[src/design/ale_pkg.sv]
// Shared types, codes and defaults for the array list engine.
`timescale 1ns / 1ps

package ale_pkg;

    // Default number of list entries
    localparam int ALE_CAPACITY = 32;

    // Operation codes carried in the mode field
    localparam logic [3:0] MODE_PREPEND   = 4'd0;
    localparam logic [3:0] MODE_APPEND    = 4'd1;
    localparam logic [3:0] MODE_INSERT    = 4'd2;
    localparam logic [3:0] MODE_DEL_FIRST = 4'd3;
    localparam logic [3:0] MODE_DEL_LAST  = 4'd4;
    localparam logic [3:0] MODE_DEL_AT    = 4'd5;
    localparam logic [3:0] MODE_SORT      = 4'd6;
    localparam logic [3:0] MODE_REVERSE   = 4'd7;
    localparam logic [3:0] MODE_READ      = 4'd8;

    // Result status codes
    localparam logic [1:0] ST_OK    = 2'd0;
    localparam logic [1:0] ST_FULL  = 2'd1;
    localparam logic [1:0] ST_EMPTY = 2'd2;
    localparam logic [1:0] ST_RANGE = 2'd3;

    // Index counter operations
    localparam logic [2:0] K_HOLD = 3'd0;
    localparam logic [2:0] K_CNT  = 3'd1;
    localparam logic [2:0] K_TPOS = 3'd2;
    localparam logic [2:0] K_ZERO = 3'd3;
    localparam logic [2:0] K_INC  = 3'd4;
    localparam logic [2:0] K_DEC  = 3'd5;

    // Memory read address sources
    localparam logic [2:0] RA_KM1  = 3'd0;
    localparam logic [2:0] RA_KP1  = 3'd1;
    localparam logic [2:0] RA_K    = 3'd2;
    localparam logic [2:0] RA_TPOS = 3'd3;
    localparam logic [2:0] RA_ZERO = 3'd4;
    localparam logic [2:0] RA_MIR  = 3'd5;

    // Memory write address sources
    localparam logic [1:0] WA_K    = 2'd0;
    localparam logic [1:0] WA_TPOS = 2'd1;
    localparam logic [1:0] WA_MIR  = 2'd2;

    // Memory write data sources
    localparam logic [1:0] WD_VALUE = 2'd0;
    localparam logic [1:0] WD_RDATA = 2'd1;
    localparam logic [1:0] WD_MIN   = 2'd2;
    localparam logic [1:0] WD_A     = 2'd3;

    // Commands from the controller to the datapath
    typedef struct packed {
        logic       load;
        logic [2:0] k_op;
        logic       rd_en;
        logic [2:0] rd_sel;
        logic       wr_en;
        logic [1:0] wr_asel;
        logic [1:0] wr_dsel;
        logic       cap_a;
        logic       a_max;
        logic       lim_load;
        logic       lim_dec;
        logic       cnt_inc;
        logic       cnt_dec;
        logic       set_stat;
        logic [1:0] stat;
        logic       take_rd;
        logic       out_load;
    } t_cmd;

    // Status from the datapath to the controller
    typedef struct packed {
        logic [3:0] mode;
        logic       cnt_zero;
        logic       cnt_full;
        logic       tpos_gt_cnt;
        logic       tpos_ge_cnt;
        logic       k_gt_tpos;
        logic       k_p1_lt_cnt;
        logic       k_lt_half;
        logic       lim_zero;
        logic       k_eq_lim;
        logic       out_free;
    } t_stat;

endpackage

[src/design/array_list_engine.sv]
// Top level of the array list engine: controller plus datapath.
//
//  channel | direction | handshake                  | payload
//  --------+-----------+----------------------------+------------------------------------
//  in      | input     | i_in_valid / o_in_ready    | i_mode, i_value, i_position
//  out     | output    | o_out_valid / i_out_ready  | o_status, o_read_value, o_count
//
// One item at a time, one result each; every item is accepted, decoded and handed off to
// the output register. Rejected and unused operations go straight from decode to the hand-off,
// and a read waits for its memory word. Insert and delete move each entry with a read and a write,
// reverse swaps pairs of entries, and sort is a bubble sort (an empty list goes straight to the hand-off).
// Reset clears the count and the output valid; memory contents are not cleared.
// A waiting result does not block the next item; a new result holds until it frees.
`timescale 1ns / 1ps

module array_list_engine import ale_pkg::*; #(
    parameter int CAPACITY = ALE_CAPACITY
) (
    input  logic               i_clk,
    input  logic               i_rst_n,
    input  logic               i_in_valid,
    output logic               o_in_ready,
    input  logic [3:0]         i_mode,
    input  logic signed [31:0] i_value,
    input  logic [4:0]         i_position,
    output logic               o_out_valid,
    input  logic               i_out_ready,
    output logic [1:0]         o_status,
    output logic signed [31:0] o_read_value,
    output logic [5:0]         o_count
);

    t_cmd  w_cmd;
    t_stat w_stat;

    ale_ctrl u_ctrl (
        .i_clk      (i_clk),
        .i_rst_n    (i_rst_n),
        .i_in_valid (i_in_valid),
        .o_in_ready (o_in_ready),
        .i_stat     (w_stat),
        .o_cmd      (w_cmd)
    );

    ale_datapath #(
        .CAPACITY (CAPACITY)
    ) u_datapath (
        .i_clk        (i_clk),
        .i_rst_n      (i_rst_n),
        .i_mode       (i_mode),
        .i_value      (i_value),
        .i_position   (i_position),
        .i_cmd        (w_cmd),
        .o_stat       (w_stat),
        .i_out_ready  (i_out_ready),
        .o_out_valid  (o_out_valid),
        .o_status     (o_status),
        .o_read_value (o_read_value),
        .o_count      (o_count)
    );

endmodule

[src/design/ale_ctrl.sv]
// Sequencing state machine of the array list engine.
`timescale 1ns / 1ps

module ale_ctrl import ale_pkg::*; (
    input  logic  i_clk,
    input  logic  i_rst_n,
    input  logic  i_in_valid,
    output logic  o_in_ready,
    input  t_stat i_stat,
    output t_cmd  o_cmd
);

    localparam logic [3:0] S_IDLE     = 4'd0;
    localparam logic [3:0] S_DECODE   = 4'd1;
    localparam logic [3:0] S_INS_CHK  = 4'd2;
    localparam logic [3:0] S_INS_WR   = 4'd3;
    localparam logic [3:0] S_DEL_CHK  = 4'd4;
    localparam logic [3:0] S_DEL_WR   = 4'd5;
    localparam logic [3:0] S_SRT_PASS = 4'd6;
    localparam logic [3:0] S_SRT_A    = 4'd7;
    localparam logic [3:0] S_SRT_B    = 4'd8;
    localparam logic [3:0] S_SRT_NX   = 4'd9;
    localparam logic [3:0] S_REV_CHK  = 4'd10;
    localparam logic [3:0] S_REV_RA   = 4'd11;
    localparam logic [3:0] S_REV_RB   = 4'd12;
    localparam logic [3:0] S_REV_WB   = 4'd13;
    localparam logic [3:0] S_RD_WT    = 4'd14;
    localparam logic [3:0] S_FIN      = 4'd15;

    logic [3:0] r_state;
    logic [3:0] n_state;

    assign o_in_ready = (r_state == S_IDLE);

    // State register
    always_ff @(posedge i_clk) begin
        if (!i_rst_n) begin
            r_state <= S_IDLE;
        end else begin
            r_state <= n_state;
        end
    end

    // Next state and command decode
    always_comb begin
        n_state = r_state;
        o_cmd   = '0;
        unique case (r_state)
            S_IDLE: begin
                if (i_in_valid) begin
                    o_cmd.load = 1'b1;
                    n_state    = S_DECODE;
                end
            end
            S_DECODE: begin
                o_cmd.set_stat = 1'b1;
                o_cmd.stat     = ST_OK;
                n_state        = S_FIN;
                unique case (i_stat.mode)
                    MODE_PREPEND, MODE_APPEND, MODE_INSERT: begin
                        if (i_stat.cnt_full) begin
                            o_cmd.stat = ST_FULL;
                        end else if (i_stat.tpos_gt_cnt) begin
                            o_cmd.stat = ST_RANGE;
                        end else begin
                            o_cmd.set_stat = 1'b0;
                            o_cmd.k_op     = K_CNT;
                            n_state        = S_INS_CHK;
                        end
                    end
                    MODE_DEL_FIRST, MODE_DEL_LAST, MODE_DEL_AT: begin
                        if (i_stat.cnt_zero) begin
                            o_cmd.stat = ST_EMPTY;
                        end else if (i_stat.tpos_ge_cnt) begin
                            o_cmd.stat = ST_RANGE;
                        end else begin
                            o_cmd.set_stat = 1'b0;
                            o_cmd.k_op     = K_TPOS;
                            n_state        = S_DEL_CHK;
                        end
                    end
                    MODE_SORT: begin
                        if (!i_stat.cnt_zero) begin
                            o_cmd.set_stat = 1'b0;
                            o_cmd.lim_load = 1'b1;
                            n_state        = S_SRT_PASS;
                        end
                    end
                    MODE_REVERSE: begin
                        o_cmd.set_stat = 1'b0;
                        o_cmd.k_op     = K_ZERO;
                        n_state        = S_REV_CHK;
                    end
                    MODE_READ: begin
                        if (i_stat.cnt_zero) begin
                            o_cmd.stat = ST_EMPTY;
                        end else if (i_stat.tpos_ge_cnt) begin
                            o_cmd.stat = ST_RANGE;
                        end else begin
                            o_cmd.set_stat = 1'b0;
                            o_cmd.rd_en    = 1'b1;
                            o_cmd.rd_sel   = RA_TPOS;
                            n_state        = S_RD_WT;
                        end
                    end
                    default: begin
                        // unused modes leave the list alone
                    end
                endcase
            end
            // Insert: move entries up from the tail, then drop the item in
            S_INS_CHK: begin
                if (i_stat.k_gt_tpos) begin
                    o_cmd.rd_en  = 1'b1;
                    o_cmd.rd_sel = RA_KM1;
                    n_state      = S_INS_WR;
                end else begin
                    o_cmd.wr_en    = 1'b1;
                    o_cmd.wr_asel  = WA_TPOS;
                    o_cmd.wr_dsel  = WD_VALUE;
                    o_cmd.cnt_inc  = 1'b1;
                    o_cmd.set_stat = 1'b1;
                    o_cmd.stat     = ST_OK;
                    n_state        = S_FIN;
                end
            end
            S_INS_WR: begin
                o_cmd.wr_en   = 1'b1;
                o_cmd.wr_asel = WA_K;
                o_cmd.wr_dsel = WD_RDATA;
                o_cmd.k_op    = K_DEC;
                n_state       = S_INS_CHK;
            end
            // Delete: move entries down over the gap
            S_DEL_CHK: begin
                if (i_stat.k_p1_lt_cnt) begin
                    o_cmd.rd_en  = 1'b1;
                    o_cmd.rd_sel = RA_KP1;
                    n_state      = S_DEL_WR;
                end else begin
                    o_cmd.cnt_dec  = 1'b1;
                    o_cmd.set_stat = 1'b1;
                    o_cmd.stat     = ST_OK;
                    n_state        = S_FIN;
                end
            end
            S_DEL_WR: begin
                o_cmd.wr_en   = 1'b1;
                o_cmd.wr_asel = WA_K;
                o_cmd.wr_dsel = WD_RDATA;
                o_cmd.k_op    = K_INC;
                n_state       = S_DEL_CHK;
            end
            // Bubble sort: the running maximum rides along in register a
            S_SRT_PASS: begin
                if (i_stat.lim_zero) begin
                    o_cmd.set_stat = 1'b1;
                    o_cmd.stat     = ST_OK;
                    n_state        = S_FIN;
                end else begin
                    o_cmd.rd_en  = 1'b1;
                    o_cmd.rd_sel = RA_ZERO;
                    o_cmd.k_op   = K_ZERO;
                    n_state      = S_SRT_A;
                end
            end
            S_SRT_A: begin
                o_cmd.cap_a  = 1'b1;
                o_cmd.rd_en  = 1'b1;
                o_cmd.rd_sel = RA_KP1;
                n_state      = S_SRT_B;
            end
            S_SRT_B: begin
                o_cmd.wr_en   = 1'b1;
                o_cmd.wr_asel = WA_K;
                o_cmd.wr_dsel = WD_MIN;
                o_cmd.a_max   = 1'b1;
                o_cmd.k_op    = K_INC;
                n_state       = S_SRT_NX;
            end
            S_SRT_NX: begin
                if (i_stat.k_eq_lim) begin
                    o_cmd.wr_en   = 1'b1;
                    o_cmd.wr_asel = WA_K;
                    o_cmd.wr_dsel = WD_A;
                    o_cmd.lim_dec = 1'b1;
                    n_state       = S_SRT_PASS;
                end else begin
                    o_cmd.rd_en  = 1'b1;
                    o_cmd.rd_sel = RA_KP1;
                    n_state      = S_SRT_B;
                end
            end
            // Reverse: swap entry k with its mirror
            S_REV_CHK: begin
                if (i_stat.k_lt_half) begin
                    o_cmd.rd_en  = 1'b1;
                    o_cmd.rd_sel = RA_K;
                    n_state      = S_REV_RA;
                end else begin
                    o_cmd.set_stat = 1'b1;
                    o_cmd.stat     = ST_OK;
                    n_state        = S_FIN;
                end
            end
            S_REV_RA: begin
                o_cmd.cap_a  = 1'b1;
                o_cmd.rd_en  = 1'b1;
                o_cmd.rd_sel = RA_MIR;
                n_state      = S_REV_RB;
            end
            S_REV_RB: begin
                o_cmd.wr_en   = 1'b1;
                o_cmd.wr_asel = WA_K;
                o_cmd.wr_dsel = WD_RDATA;
                n_state       = S_REV_WB;
            end
            S_REV_WB: begin
                o_cmd.wr_en   = 1'b1;
                o_cmd.wr_asel = WA_MIR;
                o_cmd.wr_dsel = WD_A;
                o_cmd.k_op    = K_INC;
                n_state       = S_REV_CHK;
            end
            S_RD_WT: begin
                o_cmd.take_rd  = 1'b1;
                o_cmd.set_stat = 1'b1;
                o_cmd.stat     = ST_OK;
                n_state        = S_FIN;
            end
            // Hand the result to the output register once it is free
            S_FIN: begin
                if (i_stat.out_free) begin
                    o_cmd.out_load = 1'b1;
                    n_state        = S_IDLE;
                end
            end
            default: begin
                n_state = S_IDLE;
            end
        endcase
    end

endmodule

[src/design/ale_datapath.sv]
// Element memory, count, index registers and result register of the list engine.
`timescale 1ns / 1ps

module ale_datapath import ale_pkg::*; #(
    parameter int CAPACITY = ALE_CAPACITY
) (
    input  logic               i_clk,
    input  logic               i_rst_n,
    input  logic [3:0]         i_mode,
    input  logic signed [31:0] i_value,
    input  logic [4:0]         i_position,
    input  t_cmd               i_cmd,
    output t_stat              o_stat,
    input  logic               i_out_ready,
    output logic               o_out_valid,
    output logic [1:0]         o_status,
    output logic signed [31:0] o_read_value,
    output logic [5:0]         o_count
);

    localparam int AW = $clog2(CAPACITY);
    localparam int CW = $clog2(CAPACITY + 1);
    localparam int XW = (CW > 5) ? CW : 5;

    logic [31:0]   r_mem [CAPACITY];
    logic [31:0]   r_rdata;

    logic [3:0]    r_mode;
    logic [31:0]   r_value;
    logic [XW-1:0] r_tpos;
    logic [CW-1:0] r_count;
    logic [CW-1:0] r_k;
    logic [CW-1:0] r_lim;
    logic [31:0]   r_a;
    logic [1:0]    r_stat;
    logic [31:0]   r_rval;

    logic          r_ovalid;
    logic [1:0]    r_ostatus;
    logic [31:0]   r_orval;
    logic [5:0]    r_ocount;

    logic [XW-1:0] n_tpos;
    logic [CW-1:0] w_cnt_m1;
    logic [CW-1:0] w_km1;
    logic [CW-1:0] w_kp1;
    logic [CW-1:0] w_mir;
    logic [AW-1:0] w_ra;
    logic [AW-1:0] w_wa;
    logic [31:0]   w_wd;
    logic          w_gt;
    logic [31:0]   w_min;
    logic [31:0]   w_max;

    assign w_cnt_m1 = r_count - CW'(1);
    assign w_km1    = r_k - CW'(1);
    assign w_kp1    = r_k + CW'(1);
    assign w_mir    = w_cnt_m1 - r_k;

    // Target position of the operation, fixed when the item is taken
    always_comb begin
        case (i_mode)
            MODE_PREPEND, MODE_DEL_FIRST: n_tpos = '0;
            MODE_APPEND:                  n_tpos = XW'(r_count);
            MODE_DEL_LAST:                n_tpos = XW'(w_cnt_m1);
            default:                      n_tpos = XW'(i_position);
        endcase
    end

    // Signed compare for the sort step
    assign w_gt  = $signed(r_a) > $signed(r_rdata);
    assign w_min = w_gt ? r_rdata : r_a;
    assign w_max = w_gt ? r_a : r_rdata;

    // Read address select
    always_comb begin
        case (i_cmd.rd_sel)
            RA_KM1:  w_ra = w_km1[AW-1:0];
            RA_KP1:  w_ra = w_kp1[AW-1:0];
            RA_K:    w_ra = r_k[AW-1:0];
            RA_TPOS: w_ra = r_tpos[AW-1:0];
            RA_MIR:  w_ra = w_mir[AW-1:0];
            default: w_ra = '0;
        endcase
    end

    // Write address and data select
    always_comb begin
        case (i_cmd.wr_asel)
            WA_TPOS: w_wa = r_tpos[AW-1:0];
            WA_MIR:  w_wa = w_mir[AW-1:0];
            default: w_wa = r_k[AW-1:0];
        endcase
        unique case (i_cmd.wr_dsel)
            WD_VALUE: w_wd = r_value;
            WD_RDATA: w_wd = r_rdata;
            WD_MIN:   w_wd = w_min;
            WD_A:     w_wd = r_a;
        endcase
    end

    // Element memory: one write port, one registered read port
    always_ff @(posedge i_clk) begin
        if (i_cmd.wr_en) begin
            r_mem[w_wa] <= w_wd;
        end
        if (i_cmd.rd_en) begin
            r_rdata <= r_mem[w_ra];
        end
    end

    // Item latch, index counter and work registers
    always_ff @(posedge i_clk) begin
        if (i_cmd.load) begin
            r_mode  <= i_mode;
            r_value <= i_value;
            r_tpos  <= n_tpos;
            r_rval  <= '0;
        end
        case (i_cmd.k_op)
            K_CNT:   r_k <= r_count;
            K_TPOS:  r_k <= r_tpos[CW-1:0];
            K_ZERO:  r_k <= '0;
            K_INC:   r_k <= w_kp1;
            K_DEC:   r_k <= w_km1;
            default: r_k <= r_k;
        endcase
        if (i_cmd.lim_load) begin
            r_lim <= w_cnt_m1;
        end else if (i_cmd.lim_dec) begin
            r_lim <= r_lim - CW'(1);
        end
        if (i_cmd.cap_a) begin
            r_a <= r_rdata;
        end else if (i_cmd.a_max) begin
            r_a <= w_max;
        end
        if (i_cmd.set_stat) begin
            r_stat <= i_cmd.stat;
        end
        if (i_cmd.take_rd) begin
            r_rval <= r_rdata;
        end
    end

    // Element count
    always_ff @(posedge i_clk) begin
        if (!i_rst_n) begin
            r_count <= '0;
        end else if (i_cmd.cnt_inc) begin
            r_count <= r_count + CW'(1);
        end else if (i_cmd.cnt_dec) begin
            r_count <= w_cnt_m1;
        end
    end

    // Output register
    always_ff @(posedge i_clk) begin
        if (!i_rst_n) begin
            r_ovalid <= 1'b0;
        end else if (i_cmd.out_load) begin
            r_ovalid <= 1'b1;
        end else if (i_out_ready) begin
            r_ovalid <= 1'b0;
        end
    end

    always_ff @(posedge i_clk) begin
        if (i_cmd.out_load) begin
            r_ostatus <= r_stat;
            r_orval   <= r_rval;
            r_ocount  <= 6'(r_count);
        end
    end

    assign o_out_valid  = r_ovalid;
    assign o_status     = r_ostatus;
    assign o_read_value = r_orval;
    assign o_count      = r_ocount;

    // Status flags for the controller
    assign o_stat.mode        = r_mode;
    assign o_stat.cnt_zero    = (r_count == '0);
    assign o_stat.cnt_full    = (r_count == CW'(CAPACITY));
    assign o_stat.tpos_gt_cnt = (r_tpos > XW'(r_count));
    assign o_stat.tpos_ge_cnt = (r_tpos >= XW'(r_count));
    assign o_stat.k_gt_tpos   = (XW'(r_k) > r_tpos);
    assign o_stat.k_p1_lt_cnt = ((CW + 1)'(r_k) + (CW + 1)'(1)) < (CW + 1)'(r_count);
    assign o_stat.k_lt_half   = (r_k < (r_count >> 1));
    assign o_stat.lim_zero    = (r_lim == '0);
    assign o_stat.k_eq_lim    = (r_k == r_lim);
    assign o_stat.out_free    = !r_ovalid || i_out_ready;

endmodule
[config.mk]
export PLATFORM = sky130hd
export DESIGN_NAME = array_list_engine
export DESIGN_NICKNAME = d
export VERILOG_FILES = /design/src/design/ale_pkg.sv /design/src/design/array_list_engine.sv /design/src/design/ale_ctrl.sv /design/src/design/ale_datapath.sv
export SDC_FILE = /design/constraint.sdc
export NUM_CORES = 2
export LEC_CHECK = 0
export BUFFER_PORTS_ARGS = -buffer_cell sky130_fd_sc_hd__buf_2
export CORE_UTILIZATION = 40
export DETAILED_ROUTE_END_ITERATION = 10
export PLACE_DENSITY_LB_ADDON = 0.25
export SLEW_MARGIN = 0
export SYNTH_ARGS = -nofsm -noshare
export SYNTH_HDL_FRONTEND = slang
export SYNTH_SLANG_ARGS = --single-unit
[constraint.sdc]
create_clock -name i_clk -period 5.5 [get_ports i_clk]
set_clock_uncertainty 0.1 [all_clocks]
set_input_delay 0.275 -clock i_clk [delete_from_list [all_inputs] [get_ports i_clk]]
set_output_delay 0.275 -clock i_clk [all_outputs]
set_load 0.02 [all_outputs]
==> reports/metrics.yaml <==
placed_design:
  dp.cells: 4919
  hpwl_um: 84600
  routabilityCongestion: 0.894
  placement.io_buffers: 86
route:
  dr_wl_met3_um: 9960
  viasPerCell: 5.75
  dr.first_iter.drc_count: 3407
  remaining_drc_errors: 60
  drtAntennaViolNets: 0
  met2_length_um: 67600
  drt_first_pass_iters: 9
  wl_met1_um: 61400
  wl_per_cell_um: 27.3
  dr.max_layer_used: "met4"
  vias: 29900
  drt-total-wl_um: 142000
min_path:
  min_path_type: "input port to flop"
  hold_depth: 2
  hold_end: "u_datapath.r_value[14]$_DFFE_PP_"
  hp-start: "i_value[14]"
yosys:
  synth_most_common_cell: "edfxtp_1"
  synth-async-reset-ratio: 0
  synth.largest_area_cell: "edfxtp_1"
  syn_area_per_cell_um2: 15.6
  syn_area_mm2: 0.0500
  synth_common_cells: "edfxtp_1, nand2_1, mux2i_1, and3_1, clkbuf_1"
  yosysSeqAreaShare: 0.735
  yosys_warnings: 0
  netlist.area_leader.share: 0.731
  synthFlopType: "edfxtp_1"
  yosys_register_bits: 1227
  syn-num-nets: 3307
  synthCells: 3196
  ys_types: 73
  synth-edff-count: 1216
  synth_area_leaders: "edfxtp_1, nand2_1, mux4_2"
sta:
  hold_viol_final: 0
  post-route-period-util: 0.934
  slew_viol_final: 0
  worst_slew_pin_slew_ns: 1.03
  grt_setup_unrepaired: "false"
  max_slew_margin: 0.303
  max_clock_freq_ghz: 0.195
  finalCriticalPeriod_ns: 5.14
  tns_ns: 0
  setup_viol: 0
setup_path:
  cp-start-kind: "flop"
  cp_max_fo: 59
  worstPathArrival_ns: 5.52
  worstPathRequired_ns: 5.88
  rr_startpoint: "u_datapath.r_k[0]$_DFFE_PP_"
  path_class: "flop to flop"
  cp-end-kind: "flop"
  r2r_cells: 16
  r2r_slack_ns: 0.36
  r2r_end: "u_datapath.r_rdata[8]$_DFFE_PP_"
clock_tree:
  cts.sinks: 1227
  cts_buffer_depth: 3
  cts_max_level: 4
  tritoncts: "built"
  clock_latency_ns: 0.75
  cts_resized: 0
  clk_pin_slew_worst_paths_ns: 0.06
  root_buffer: "clkbuf_16"
  cts_buffers: 131
floorplanning:
  fp-row-count: 129
  die_h_um: 355
  die_w_um: 355
  die-area_mm2: 0.126
  ioPinCount: 87
  start_util: 0.404
  core_mm2: 0.124
grt:
  grt_pass1_wl_um: 205000
  antenna_found_initial: 3
  grt_usage: 0.224
  globalRouteOverflowTotal: 0
  grt_pass1_vias: 29200
  grt_max_degree: 66
cells_and_area:
  drive_gt1_frac: 0.166
  layout.nets: 3571
  post-route-util: 0.473
  final_cells: 5201
  area_delta_synth_final_pct: 17.1
run_status:
  status: "complete, but fails checks"
  violations: "design-rule violations"
job:
  maxCapViolCount: 0
-- worst max path at each step --
stage | start | to | slack [ns] | depth (start not counted)
after floorplan | u_datapath.r_k[1]$_DFFE_PP_ | u_datapath.r_mem[20][0]$_DFFE_PP_ | 0.43 | 18
after global placement | u_datapath.r_k[0]$_DFFE_PP_ | u_datapath.r_rdata[8]$_DFFE_PP_ | 0.45 | 16
after detailed placement | u_datapath.r_k[0]$_DFFE_PP_ | u_datapath.r_rdata[8]$_DFFE_PP_ | 0.39 | 16
after CTS | u_datapath.r_k[0]$_DFFE_PP_ | u_datapath.r_rdata[8]$_DFFE_PP_ | 0.39 | 16
after global routing | u_datapath.r_k[0]$_DFFE_PP_ | u_datapath.r_rdata[8]$_DFFE_PP_ | 0.07 | 16
final | u_datapath.r_k[0]$_DFFE_PP_ | u_datapath.r_rdata[8]$_DFFE_PP_ | 0.36 | 16
-- critical path, stage by stage (launching register included) --
cell,delay [ns]
edfxtp_1,0.65
inv_1,0.21
ha_1,0.43
ha_1,0.29
nor2b_1,0.13
o211ai_1,0.15
a21oi_1,0.12
or4_4,0.55
and3_1,0.21
o21a_1,0.22
o31ai_4,0.22
buf_12,0.24
buf_12,0.35
mux2i_1,0.31
o221ai_1,0.19
a21oi_1,0.32
a211oi_1,0.12
-- placed cells by master, fill, tap and decap left out, types with 65 or more instances in the layout --
cell,n
clkbuf_16,134
nor3_1,76
buf_2,86
and3_1,97
ha_1,65
buf_4,128
edfxtp_1,1216
a21oi_1,73
mux2i_1,160
mux4_2,78
nand2_1,483
-- logic make-up (layout without fill, tap and decap cells) --
logic type / after synthesis / count (layout) / share of synthesized area
other: 0 / 1 / 0
multiplexers: 244 / 244 / 0.0685
flip-flops: 1227 / 1227 / 0.735
adder cells (fa/ha/maj): 66 / 66 / 0.0167
AO/OA/AOI/OAI: 520 / 520 / 0.0761
XOR/XNOR: 29 / 29 / 0.00508
AND/OR/NAND/NOR: 862 / 862 / 0.0771
buffers and inverters: 248 / 615 / 0.0216
-- layout make-up --
class / count / area (um2)
Sequential cell: 1227 / 36700
Clock inverter: 65 / 534
Multi-Input combinational cell: 1721 / 12500
Tap cell: 1637 / 2050
Timing Repair Buffer: 314 / 2940
Inverter: 65 / 244
Clock buffer: 171 / 3500
Antenna cell: 1 / 2.50
Fill cell: 10500 / 65300
-- sequential cells by signal (all words and copies together) (netlist names), 32 cells and up --
register                 flops
u_datapath.r_rdata          32
u_datapath.r_value          32
u_datapath.o_read_value     32
u_datapath.r_mem          1024
u_datapath.r_a              32
u_datapath.r_rval           32
-- through the flow --
step	setup slack [ns]	hold WS [ns]	cell area (um2)
floorplan	0.425	0.274	50000
global placement	0.449	0.301	54000
detailed placement	0.387	0.305	54000
CTS	0.394	0.0994	58500
global route	0.0665	0.133	58500
finish	0.360	0.148	58500
-- routing by layer --
layer  track usage  vias to the layer above
li1              -                    13100
met4        0.0622                        0
met3        0.0294                      206
met1         0.317                    15400
met2         0.364                     1224
met5             0                        -
-- repair_timing --
action | CTS | global route
endpoints found under the hold margin | 53 | 0
setup buffers | 0 | 0
hold buffers | 45 | 0
Power is not shown: default switching activity piles up to over one toggle a cycle in this logic, so the estimate is an artifact.
